==> config.mk <==
export PLATFORM = sky130hd
export DESIGN_NAME = bpc_queue
export DESIGN_NICKNAME = d
export VERILOG_FILES = /design/src/rtl/bpc_pkg.sv /design/src/rtl/bpc_queue.sv
export VERILOG_INCLUDE_DIRS = /design/src /design/src/rtl
export SDC_FILE = /design/constraint.sdc
export NUM_CORES = 1
export LEC_CHECK = 0
export BUFFER_PORTS_ARGS = -buffer_cell sky130_fd_sc_hd__buf_4
export CORE_MARGIN = 3
export CORE_UTILIZATION = 60
export CTS_CLUSTER_DIAMETER = 100
export DETAILED_ROUTE_END_ITERATION = 16
export HOLD_SLACK_MARGIN = 0.1
export PLACE_DENSITY = 0.83
export RECOVER_POWER = 100
export SYNTH_ARGS = -nofsm -noshare
export SYNTH_HDL_FRONTEND = slang
export SYNTH_SLANG_ARGS = --single-unit
==> constraint.sdc <==
create_clock -name clk -period 6.5 [get_ports clk]
set_clock_uncertainty 0.1 [all_clocks]
set_input_delay 0.65 -clock clk [delete_from_list [all_inputs] [get_ports clk]]
set_output_delay 0.65 -clock clk [all_outputs]
set_load 0.1 [all_outputs]
==> src/rtl/barometric_pressure_compensation_defines.svh <==
// Assertion macros shared by the RTL.
`ifndef BAROMETRIC_PRESSURE_COMPENSATION_DEFINES_SVH
`define BAROMETRIC_PRESSURE_COMPENSATION_DEFINES_SVH

// Implication checked on every clock edge outside reset.
`define BPC_ASSERT_IMP(label, clk, rst_n, ante, cons, msg) \
    label: assert property (@(posedge clk) disable iff (!rst_n) (ante) |-> (cons)) \
        else $error(msg);

// Next-cycle implication checked outside reset.
`define BPC_ASSERT_NXT(label, clk, rst_n, ante, cons, msg) \
    label: assert property (@(posedge clk) disable iff (!rst_n) (ante) |=> (cons)) \
        else $error(msg);

`endif

==> src/rtl/bpc_pkg.sv <==
`default_nettype none
package bpc_pkg;

    localparam int CFG_W = 48;
    localparam int IDX_W = 2;

    localparam logic [IDX_W-1:0] REG_AC123 = 2'd0;
    localparam logic [IDX_W-1:0] REG_AC456 = 2'd1;
    localparam logic [IDX_W-1:0] REG_B12   = 2'd2;
    localparam logic [IDX_W-1:0] REG_MCMD  = 2'd3;

    localparam int QUEUE_DEPTH_DEF = 4;

    // Temperature front result handed to the pressure back end.
    typedef struct packed {
        logic [31:0] b5;
        logic [31:0] t;
        logic [15:0] up;
        logic        err;
    } front_word_t;

    // Unsigned restoring divide stage: one quotient bit.
    function automatic logic [64:0] div_step(input logic [31:0] rem, input logic bit_in,
                                             input logic [31:0] d);
        logic [32:0] r;
        logic [32:0] s;
        begin
            r = {rem, bit_in};
            s = r - {1'b0, d};
            if (!s[32])
                div_step = {s[31:0], 1'b1, 32'd0};
            else
                div_step = {r[31:0], 1'b0, 32'd0};
        end
    endfunction

endpackage
`default_nettype wire

==> src/rtl/bpc_queue.sv <==
`default_nettype none
`include "barometric_pressure_compensation_defines.svh"
// Short FIFO between temperature front and pressure back end.
module bpc_queue #(
    parameter int DEPTH = bpc_pkg::QUEUE_DEPTH_DEF
) (
    input  wire logic                 clk,
    input  wire logic                 rst_n,
    input  wire logic                 wr,
    input  wire bpc_pkg::front_word_t wdata,
    input  wire logic                 rd,
    output logic                      not_empty,
    output bpc_pkg::front_word_t      rdata
);
    localparam int AW = (DEPTH > 1) ? $clog2(DEPTH) : 1;
    bpc_pkg::front_word_t mem [DEPTH];
    logic [AW-1:0] wp_reg, rp_reg;
    logic [AW:0]   cnt_reg;

    always_ff @(posedge clk or negedge rst_n)
    begin
        if (!rst_n)
        begin
            wp_reg  <= '0;
            rp_reg  <= '0;
            cnt_reg <= '0;
        end
        else
        begin
            if (wr)
                wp_reg <= (wp_reg == AW'(DEPTH - 1)) ? '0 : wp_reg + 1'b1;
            if (rd)
                rp_reg <= (rp_reg == AW'(DEPTH - 1)) ? '0 : rp_reg + 1'b1;
            cnt_reg <= cnt_reg + (AW+1)'(wr) - (AW+1)'(rd);
        end
    end

    always_ff @(posedge clk)
    begin
        if (wr)
            mem[wp_reg] <= wdata;
    end

    assign not_empty = (cnt_reg != '0);
    assign rdata     = mem[rp_reg];

    `BPC_ASSERT_IMP(a_no_overflow, clk, rst_n, wr && !rd, cnt_reg != (AW+1)'(DEPTH), "queue overflow")
    `BPC_ASSERT_IMP(a_no_underflow, clk, rst_n, rd, cnt_reg != '0, "queue underflow")
    `BPC_ASSERT_NXT(a_cnt_track, clk, rst_n, wr && !rd, cnt_reg == $past(cnt_reg) + 1'b1, "count slip")
endmodule
`default_nettype wire

==> insert_results.sql, run 1 <==
INSERT INTO impl_metrics (metric_group, metric, value, unit) VALUES
('synthesis', 'synth_sequential_area_ratio', '81.9', '%'),
('timing', 'finalCriticalPeriod', '4790', 'ps'),
('placed_design', 'placed_instances', '876', ''),
('die', 'rows', '51', ''),
('cells_and_area', 'antennaDiodeCount', '0', ''),
('critical_path', 'worst_path_dominant_cell_family', 'buffers and inverters', ''),
('cells_and_area', 'layout.nets', '737', ''),
('clock_tree', 'post_cts_resize_count', '0', ''),
('critical_path', 'setup.worst_path.start_class', 'register', ''),
('drt', 'initialDrtViolationCount', '361', ''),
('critical_path', 'crit_required', '5750', 'ps'),
('timing', 'grt_setup_unrepaired', 'no', ''),
('drt', 'drtAntennaViolNets', '0', ''),
('placed_design', 'routabilityCongestion', '0.793', ''),
('drt', 'postRouteWirelength', '21400', 'µm'),
('placed_design', 'count_of_port_buffers_added_during_placement', '166', ''),
('worst_hold_path', 'hold_class', 'input pin to register', ''),
('critical_path', 'critPathArrivalTime', '4040', 'ps'),
('timing', 'worst_pin_slew', '3010', 'ps'),
('synthesis', 'ys_dominant_reg_cell', 'sky130_fd_sc_hd__edfxtp_1', ''),
('synthesis', 'yosys_synthesis_warning_count', '0', ''),
('grt', 'grt_max_degree', '84', ''),
('synthesis', 'edff_count_synth', '324', ''),
('die', 'die_footprint', '21900', 'µm²'),
('synthesis', 'synth_top_area_share', '80.4', '%'),
('timing', 'hold_viol_final', '0', ''),
('cells_and_area', 'syn2layout_area_growth', '14.9', '%'),
('drt', 'dr_total_vias', '5347', ''),
('clock_tree', 'cts_max_path_buffers', '3', ''),
('synthesis', 'yosys-top-cells-count', 'sky130_fd_sc_hd__edfxtp_1 (324), sky130_fd_sc_hd__mux4_2 (81), sky130_fd_sc_hd__buf_2 (9)', ''),
('die', 'fp.coreArea', '19700', 'µm²'),
('clock_tree', 'cts-htree-levels', '1', ''),
('grt', 'antenna_violations_before_repair', '0', ''),
('drt', 'drt-vias-per-instance', '5.75', ''),
('outcome', 'run_status', 'finished with violations', ''),
('cells_and_area', 'largest_register_ffs', '324', ''),
('synthesis', 'synth_most_common_cell', 'sky130_fd_sc_hd__edfxtp_1', ''),
('synthesis', 'syn_nets', '551', ''),
('clock_tree', 'cts_made_buffers', '30', ''),
('drt', 'drc', '0', ''),
('drt', 'drt_pre_antenna_iters', '5', ''),
('clock_tree', 'cts_num_sinks', '331', ''),
('synthesis', 'syn-instance-count', '458', ''),
('timing', 'slew_violations', '147', ''),
('die', 'die_height', '148', 'µm'),
('critical_path', 'critPathBufInv', '2', ''),
('die', 'chipWidth', '148', 'µm'),
('flow_run', 'max_cap_violations', '4', ''),
('die', 'start_util', '61.6', '%'),
('synthesis', 'mappedNetlistArea', '12100', 'µm²'),
('grt', 'grt_remaining_overflow', '0', ''),
('critical_path', 'timing.critical_path.cells', 'clkbuf_2, mux4_2, clkbuf_1', ''),
('cells_and_area', 'post_layout_nonfiller_instances', '930', ''),
('grt', 'grt_use_total', '19.9', '%'),
('clock_tree', 'clkTransAtPathRegs', '60', 'ps'),
('outcome', 'violated_checks', 'max-capacitance violations, max-slew violations', ''),
('drt', 'routedWlPerCell', '23.0', 'µm'),
('synthesis', 'netlist.top_cell.by_area', 'sky130_fd_sc_hd__edfxtp_1', ''),
('grt', 'grt_pass1_wl', '33300', 'µm'),
('clock_tree', 'ctsRootBufferMaster', 'sky130_fd_sc_hd__clkbuf_16', ''),
('critical_path', 'critical-path-max-stage-delay', '1120', 'ps'),
('critical_path', 'crit_type', 'register to primary output', ''),
('placed_design', 'dpl.hpwl', '12600', 'µm'),
('synthesis', 'netlist_top_cells_area', 'sky130_fd_sc_hd__edfxtp_1 (80%), sky130_fd_sc_hd__mux4_2 (15%), sky130_fd_sc_hd__dfrtp_1 (1.4%)', ''),
('timing', 'finalSetupViolations', '0', ''),
('timing', 'fin_crit_sh', '73.7', '%'),
('timing', 'final.setup.tns', '0', 'ps'),
('synthesis', 'synth_async_sr_flop_share', '2.11', '%'),
('synthesis', 'synth.ff_latch_count', '331', ''),
('critical_path', 'cp_max_fo', '54', ''),
('synthesis', 'synth.avg_cell_area', '26.4', 'µm²'),
('grt', 'grt_pass1_vias', '5791', ''),
('timing', 'max_freq', '209', 'MHz'),
('critical_path', 'critPathSlowestCell', 'sky130_fd_sc_hd__dfrtp_4', ''),
('synthesis', 'yosys.cell_types.count', '17', ''),
('timing', 'timing.slew.headroom', '-101', '%'),
('critical_path', 'end_kind', 'primary output', ''),
('cells_and_area', 'layout-drive-gt1-share', '21.1', '%'),
('clock_tree', 'worstSkewPairLatency', '530', 'ps'),
('clock_tree', 'cts_tree', 'done', ''),
('die', 'boundaryPins', '167', '');
[cell type report]
class / count / area (µm²)
flip-flops and latches: 331 / 9910
fillers: 1274 / 5750
multi-input cells: 103 / 2030
clock buffers: 36 / 795
repair buffers: 172 / 677
well taps: 265 / 332
clock inverters: 17 / 138
inverters: 6 / 22.5
[cell families after synthesis]
family | synth area share, %
DFF | 81.9
adders and majority gates | 0.889
and+or+nand+nor | 0.393
xor gates and xnor gates | 0.145
muxes | 15.3
buffers and inverters | 1.37
AOI/OAI and AO/OA | 0.0827
[metal layers]
metal  wire length, µm  vias up  global-route usage [%]
met5                 0        -                       0
met4               416        0                    4.99
met3              1520       34                    4.11
met2             10800      228                    32.8
met1              8670     2746                    28.0
li1                  -     2339                       -
[worst register-to-register path: stages (launching register included)]
cell and delay, ps:
sky130_fd_sc_hd__dfrtp_1 410, sky130_fd_sc_hd__inv_1 110, sky130_fd_sc_hd__ha_1 140, sky130_fd_sc_hd__and2_0 2170, sky130_fd_sc_hd__clkbuf_2 1180
[cells in the final DEF, fill, tap and decap left out, drive strengths merged]
cell	n
clkbuf	202
mux2	2
mux4	81
clkinv	12
buf	5
ha	7
dfrtp	7
xnor2	2
bufinv	2
nand2	1
dlygate4sd3	1
o21ai	2
fa	1
clkinvlp	3
or3b	1
nor2	1
and2	4
inv	6
or3	1
edfxtp	324
[worst paths after layout]
| kind | from | to | slack [ps] | cells past startpoint |
|---|---|---|---|---|
| worst min-delay path | wr | wp_reg[1] | 270 | 2 |
| worst max-delay path | rp_reg[0] | rdata[45] | 1710 | 3 |
| max in group asynchronous | rst_n | rp_reg[0] | 5480 | 2 |
| worst max register to register | wp_reg[0] | mem[0][47] | 1990 | 4 |
| min in group asynchronous | rst_n | rp_reg[1] | 470 | 2 |
| worst min register to register | cnt_reg[2] | cnt_reg[2] | 370 | 1 |
[per-stage QoR]
stage,cell area (µm²),hold slack (ps),setup slack [ps],utilization [%]
after floorplan,12100,254,3420,-
after global placement,13600,355,3040,69.1
after detailed placement,13600,364,2980,69.1
after CTS,14500,186,2390,73.9
after global routing,13900,263,1280,70.7
final,13900,269,1710,70.7
[what timing repair did]
action,in CTS,in global routing
buffers inserted,0,0
hold buffers,1,0
endpoints found under the hold margin,7,0
Power of run 1 is not shown: default switching activity piles up to over one toggle a cycle in this logic, so the estimate is an artifact.
==> run 2: changes to the inputs <==
- CORE_UTILIZATION: 60 -> 51
- PLACE_DENSITY: 0.83 -> 0.75
- clock period: 6.5 -> 4.4 ns (I/O delays scaled with it)
==> insert_results.sql, run 2 (synthesis results as in run 1) <==
INSERT INTO impl_metrics (metric_group, metric, value, unit) VALUES
('timing', 'timing.slew.headroom', '-41.7', '%'),
('grt', 'grt-busiest-layer', 'met2', ''),
('critical_path', 'cp_max_fo', '37', ''),
('die', 'fp.coreArea', '23000', 'µm²'),
('timing', 'grt_setup_unrepaired', 'no', ''),
('drt', 'drt_pre_antenna_iters', '4', ''),
('timing', 'hold_viol_final', '0', ''),
('worst_hold_path', 'hold_class', 'input pin to async pin', ''),
('clock_tree', 'worstSkewPairLatency', '500', 'ps'),
('die', 'chipWidth', '160', 'µm'),
('drt', 'dr_total_vias', '5697', ''),
('cells_and_area', 'final_design_area_no_fill', '15100', 'µm²'),
('cells_and_area', 'layout-drive-gt1-share', '25.1', '%'),
('clock_tree', 'cts_max_path_buffers', '3', ''),
('timing', 'slew_violations', '226', ''),
('timing', 'max_freq', '278', 'MHz'),
('cells_and_area', 'postLayoutCoreUtil', '65.7', '%'),
('cells_and_area', 'filler_cell_count', '1574', ''),
('cells_and_area', 'syn2layout_area_growth', '24.7', '%'),
('grt', 'grt_use_total', '17.9', '%'),
('grt', 'grt_max_degree', '62', ''),
('placed_design', 'placement.cell_area', '13700', 'µm²'),
('clock_tree', 'cts_made_buffers', '34', ''),
('critical_path', 'crit_type', 'register to primary output', ''),
('grt', 'use_met2', '29.5', '%'),
('grt', 'met1_demand_to_capacity_share_in_global_routing', '24.0', '%'),
('critical_path', 'setup.worst_path.start_class', 'register', ''),
('grt', 'grt_remaining_overflow', '0', ''),
('clock_tree', 'cts-htree-levels', '2', ''),
('grt', 'met3_usage', '4.02', '%'),
('outcome', 'violated_checks', 'max-capacitance violations, max-slew violations', ''),
('drt', 'postRouteWirelength', '22300', 'µm'),
('grt', 'antenna_violations_before_repair', '0', ''),
('timing', 'worst_pin_slew', '2130', 'ps'),
('clock_tree', 'clkTransAtPathRegs', '60', 'ps'),
('die', 'start_util', '52.6', '%'),
('drt', 'routedWlPerCell', '20.9', 'µm'),
('critical_path', 'end_kind', 'primary output', ''),
('timing', 'fin_crit_sh', '81.8', '%'),
('grt', 'grt_pass1_vias', '6441', ''),
('cells_and_area', 'largest_register_ffs', '324', ''),
('cells_and_area', 'final_cell_mix', 'sky130_fd_sc_hd__edfxtp_1 (324), sky130_fd_sc_hd__clkbuf_1 (125), sky130_fd_sc_hd__dlygate4sd3_1 (84)', ''),
('clock_tree', 'cts.repair_timing.setup_buffer_count', '0', ''),
('placed_design', 'dpl.hpwl', '12900', 'µm'),
('die', 'die_height', '160', 'µm'),
('timing', 'finalCriticalPeriod', '3600', 'ps'),
('grt', 'grt_pass1_wl', '35700', 'µm'),
('drt', 'drt-vias-per-instance', '5.32', ''),
('flow_run', 'max_cap_violations', '4', ''),
('outcome', 'run_status', 'finished with violations', ''),
('timing', 'final.setup.tns', '0', 'ps'),
('critical_path', 'critPathArrivalTime', '3060', 'ps'),
('cells_and_area', 'most_common_cell_after_layout_fill_and_taps_aside', 'sky130_fd_sc_hd__edfxtp_1', ''),
('placed_design', 'routabilityCongestion', '0.710', ''),
('drt', 'initialDrtViolationCount', '299', ''),
('timing', 'finalSetupViolations', '0', ''),
('placed_design', 'count_of_port_buffers_added_during_placement', '166', ''),
('clock_tree', 'ctsRootBufferMaster', 'sky130_fd_sc_hd__clkbuf_16', ''),
('clock_tree', 'cts_tree', 'done', ''),
('die', 'rows', '55', ''),
('critical_path', 'crit_required', '3860', 'ps'),
('clock_tree', 'cts_num_sinks', '331', ''),
('drt', 'drc', '0', ''),
('die', 'die_footprint', '25600', 'µm²'),
('cells_and_area', 'layout.nets', '827', ''),
('drt', 'drtAntennaViolNets', '0', ''),
('die', 'boundaryPins', '167', '');
-- run 2: cell types whose count changed in the layout (fill, tap and decap cells not counted), sizes merged --
cell,delta
clkbuf,-25
bufinv,+1
buf,+34
dlygate4sd3,+83
inv,+1
clkinvlp,-2
diode,+1
-- run 2: metrics by stage --
stage / worst slack [ps] / std cells / hold slack (ps)
floorplan: 1350 / 458 / 44.4
global placement: 1650 / 927 / 154
detailed placement: 1640 / 927 / 159
CTS: 1090 / 1070 / 176
global route: 514 / 1070 / 289
finish: 799 / 1071 / 291
-- run 2: repair_timing --
action | in CTS | in global routing
gates resized for setup | 0 | 0
hold buffers | 84 | 0
hold endpoints to repair | 334 | 0
-- run 2: layout make-up --
class | count | area [µm²] | area share [%]
Sequential cell | 331 | 9910 | 65.7
Clock inverter | 17 | 161 | 1.07
Antenna cell | 1 | 2.50 | 0.0166
Clock buffer | 42 | 902 | 5.98
Tap cell | 313 | 392 | 2.60
Timing Repair Buffer | 258 | 1660 | 11.0
Multi-Input combinational cell | 103 | 2030 | 13.5
Inverter | 6 | 22.5 | 0.149
-- run 2: critical path, cell delays in order (launching register included) --
cell and delay [ps]:
sky130_fd_sc_hd__dfrtp_4 880, sky130_fd_sc_hd__clkbuf_4 770, sky130_fd_sc_hd__mux4_2 640, sky130_fd_sc_hd__buf_4 260
-- run 2: worst paths after layout --
kind                       startpoint         end  slack [ps]  depth (start not counted)
max                         rp_reg[0]   rdata[54]         800                          3
min                             rst_n  cnt_reg[0]         290                          2
max reg2reg                 wp_reg[1]   mem[0][4]         890                          4
min reg2reg                cnt_reg[2]  cnt_reg[2]         390                          1
max in group asynchronous       rst_n   rp_reg[1]        3580                          2
min in group clk           cnt_reg[2]  cnt_reg[2]         390                          1
-- run 2: routing by layer --
layer  wire length [µm]  part of all wire (%)
met5                  0                     0
met1               9230                    41
met4                524                   2.3
met3               1280                   5.7
met2              11300                    51
Power of run 2 is left out for the same reason.
==> run 3: changes to the inputs <==
- CORE_UTILIZATION: 51 -> 57
- PLACE_DENSITY: 0.75 -> 0.79
- clock period: 4.4 -> 3.52 ns (I/O delays scaled with it)
==> insert_results.sql, run 3 (synthesis results as in run 1) <==
INSERT INTO impl_metrics (metric_group, metric, value, unit) VALUES
('critical_path', 'crit_type', 'register to primary output', ''),
('drt', 'postRouteWirelength', '23600', 'µm'),
('timing', 'worst_pin_slew', '1910', 'ps'),
('cells_and_area', 'most_common_cell_after_layout_fill_and_taps_aside', 'sky130_fd_sc_hd__edfxtp_1', ''),
('critical_path', 'crit_required', '3070', 'ps'),
('drt', 'drc', '0', ''),
('clock_tree', 'clkTransAtPathRegs', '60', 'ps'),
('worst_hold_path', 'hold_class', 'register to register', ''),
('drt', 'initialDrtViolationCount', '397', ''),
('timing', 'final.setup.tns', '0', 'ps'),
('timing', 'fin_crit_sh', '91.3', '%'),
('timing', 'finalCriticalPeriod', '3210', 'ps'),
('cells_and_area', 'layout-drive-gt1-share', '29.1', '%'),
('die', 'boundaryPins', '167', ''),
('grt', 'grt_use_total', '20.7', '%'),
('grt', 'antenna_violations_before_repair', '1', ''),
('clock_tree', 'cts-htree-levels', '1', ''),
('cells_and_area', 'final_cell_mix', 'sky130_fd_sc_hd__edfxtp_1 (324), sky130_fd_sc_hd__clkbuf_1 (96), sky130_fd_sc_hd__dlygate4sd3_1 (85)', ''),
('placed_design', 'count_of_port_buffers_added_during_placement', '166', ''),
('grt', 'grt_remaining_overflow', '0', ''),
('timing', 'timing.slew.headroom', '-27.5', '%'),
('grt', 'grt_max_degree', '54', ''),
('critical_path', 'cp_max_fo', '32', ''),
('cells_and_area', 'final_design_area_no_fill', '15000', 'µm²'),
('cells_and_area', 'layout.nets', '826', ''),
('critical_path', 'critPathArrivalTime', '2760', 'ps'),
('cells_and_area', 'postLayoutCoreUtil', '72.8', '%'),
('die', 'chipWidth', '152', 'µm'),
('placed_design', 'dpl.hpwl', '13100', 'µm'),
('placed_design', 'placement.cell_area', '13700', 'µm²'),
('clock_tree', 'ctsRootBufferMaster', 'sky130_fd_sc_hd__clkbuf_16', ''),
('clock_tree', 'worstSkewPairLatency', '540', 'ps'),
('timing', 'hold_viol_final', '0', ''),
('critical_path', 'end_kind', 'primary output', ''),
('clock_tree', 'cts_tree', 'done', ''),
('critical_path', 'critPathBufInv', '2', ''),
('die', 'start_util', '58.8', '%'),
('critical_path', 'critical-path-max-stage-delay', '860', 'ps'),
('critical_path', 'timing.critical_path.cells', 'buf_4, mux4_2, clkbuf_2', ''),
('clock_tree', 'cts.repair_timing.setup_buffer_count', '0', ''),
('timing', 'max_freq', '311', 'MHz'),
('critical_path', 'critPathSlowestCell', 'sky130_fd_sc_hd__dfrtp_4', ''),
('timing', 'whs', '403', 'ps'),
('placed_design', 'routabilityCongestion', '0.704', ''),
('die', 'die_footprint', '23000', 'µm²'),
('timing', 'finalSetupViolations', '0', ''),
('drt', 'routedWlPerCell', '22.9', 'µm'),
('timing', 'grt_setup_unrepaired', 'no', ''),
('outcome', 'run_status', 'finished with violations', ''),
('critical_path', 'worst_path_dominant_cell_family', 'flip-flops', ''),
('flow_run', 'max_cap_violations', '3', ''),
('drt', 'dr_total_vias', '5725', ''),
('drt', 'drt_pre_antenna_iters', '7', ''),
('die', 'die_height', '152', 'µm'),
('clock_tree', 'cts_max_path_buffers', '3', ''),
('clock_tree', 'cts_num_sinks', '331', ''),
('clock_tree', 'cts_made_buffers', '31', ''),
('grt', 'grt_pass1_vias', '6305', ''),
('drt', 'drt-vias-per-instance', '5.57', ''),
('drt', 'drtAntennaViolNets', '0', ''),
('grt', 'grt_pass1_wl', '35800', 'µm'),
('outcome', 'violated_checks', 'max-capacitance violations, max-slew violations', ''),
('timing', 'slew_violations', '101', ''),
('cells_and_area', 'largest_register_ffs', '324', ''),
('cells_and_area', 'syn2layout_area_growth', '23.8', '%'),
('die', 'rows', '52', ''),
('die', 'fp.coreArea', '20600', 'µm²'),
('clock_tree', 'post_cts_resize_count', '0', ''),
('critical_path', 'setup.worst_path.start_class', 'register', '');
run 3: cell count changes in the layout (fill, tap and decap cells not counted), moves of 2 or more:
cell,delta
sky130_fd_sc_hd__buf_12,+4
sky130_fd_sc_hd__clkbuf_2,+59
sky130_fd_sc_hd__buf_4,-31
sky130_fd_sc_hd__clkbuf_1,-29
sky130_fd_sc_hd__and2_2,-3
sky130_fd_sc_hd__and2_1,+2
sky130_fd_sc_hd__clkinv_2,+3
sky130_fd_sc_hd__clkbuf_16,-4
sky130_fd_sc_hd__clkbuf_8,+2
sky130_fd_sc_hd__clkinv_1,-4
run 3: stage by stage:
stage / instances / worst slack, ps
after detailed placement: 885 / 964
after global placement: 885 / 997
after global routing: 1028 / 130
after CTS: 1027 / 367
final: 1028 / 306
after floorplan: 458 / 467
run 3: layer usage:
| metal | routed length, µm | GRT usage (%) | vias up |
|---|---|---|---|
| met2 | 12500 | 36.2 | 190 |
| li1 | - | - | 2514 |
| met4 | 452 | 4.72 | 0 |
| met1 | 9060 | 27.5 | 2989 |
| met5 | 0 | 0 | - |
| met3 | 1490 | 4.19 | 32 |
run 3: repair_timing:
| action | 4_1_cts | 5_1_grt |
|---|---|---|
| endpoints found under the setup margin | 0 | 0 |
| hold endpoints to repair | 336 | 0 |
| hold buffers | 85 | 0 |
run 3: worst paths after layout:
| check | cells past startpoint | slack [ps] | endpoint | startpoint |
|---|---|---|---|---|
| worst min register to register | 1 | 400 | cnt_reg[2] | cnt_reg[2] |
| worst max-delay path | 3 | 310 | rdata[72] | rp_reg[0] |
| worst max register to register | 4 | 360 | mem[1][14] | wp_reg[1] |
| worst min-delay path | 1 | 400 | cnt_reg[2] | cnt_reg[2] |
| min in group asynchronous | 3 | 710 | cnt_reg[0] | rst_n |
| max in group asynchronous | 3 | 2320 | rp_reg[0] | rst_n |
run 3: worst reg2reg max path: cells and delay by family (launching register included):
kind,cells,cell delay [ps]
simple gates,1,1410
buf+inv,2,690
flops,1,410
fa+ha+maj,1,150
run 3: cell type report:
type                            count  area (µm²)
Antenna cell                        1        2.50
Clock buffer                       44         845
Clock inverter                     13         115
Fill cell                        1289        5580
Inverter                            6        22.5
Multi-Input combinational cell    103        2030
Sequential cell                   331        9910
Tap cell                          270         338
Timing Repair Buffer              260        1710
Power of run 3 is left out for the same reason.
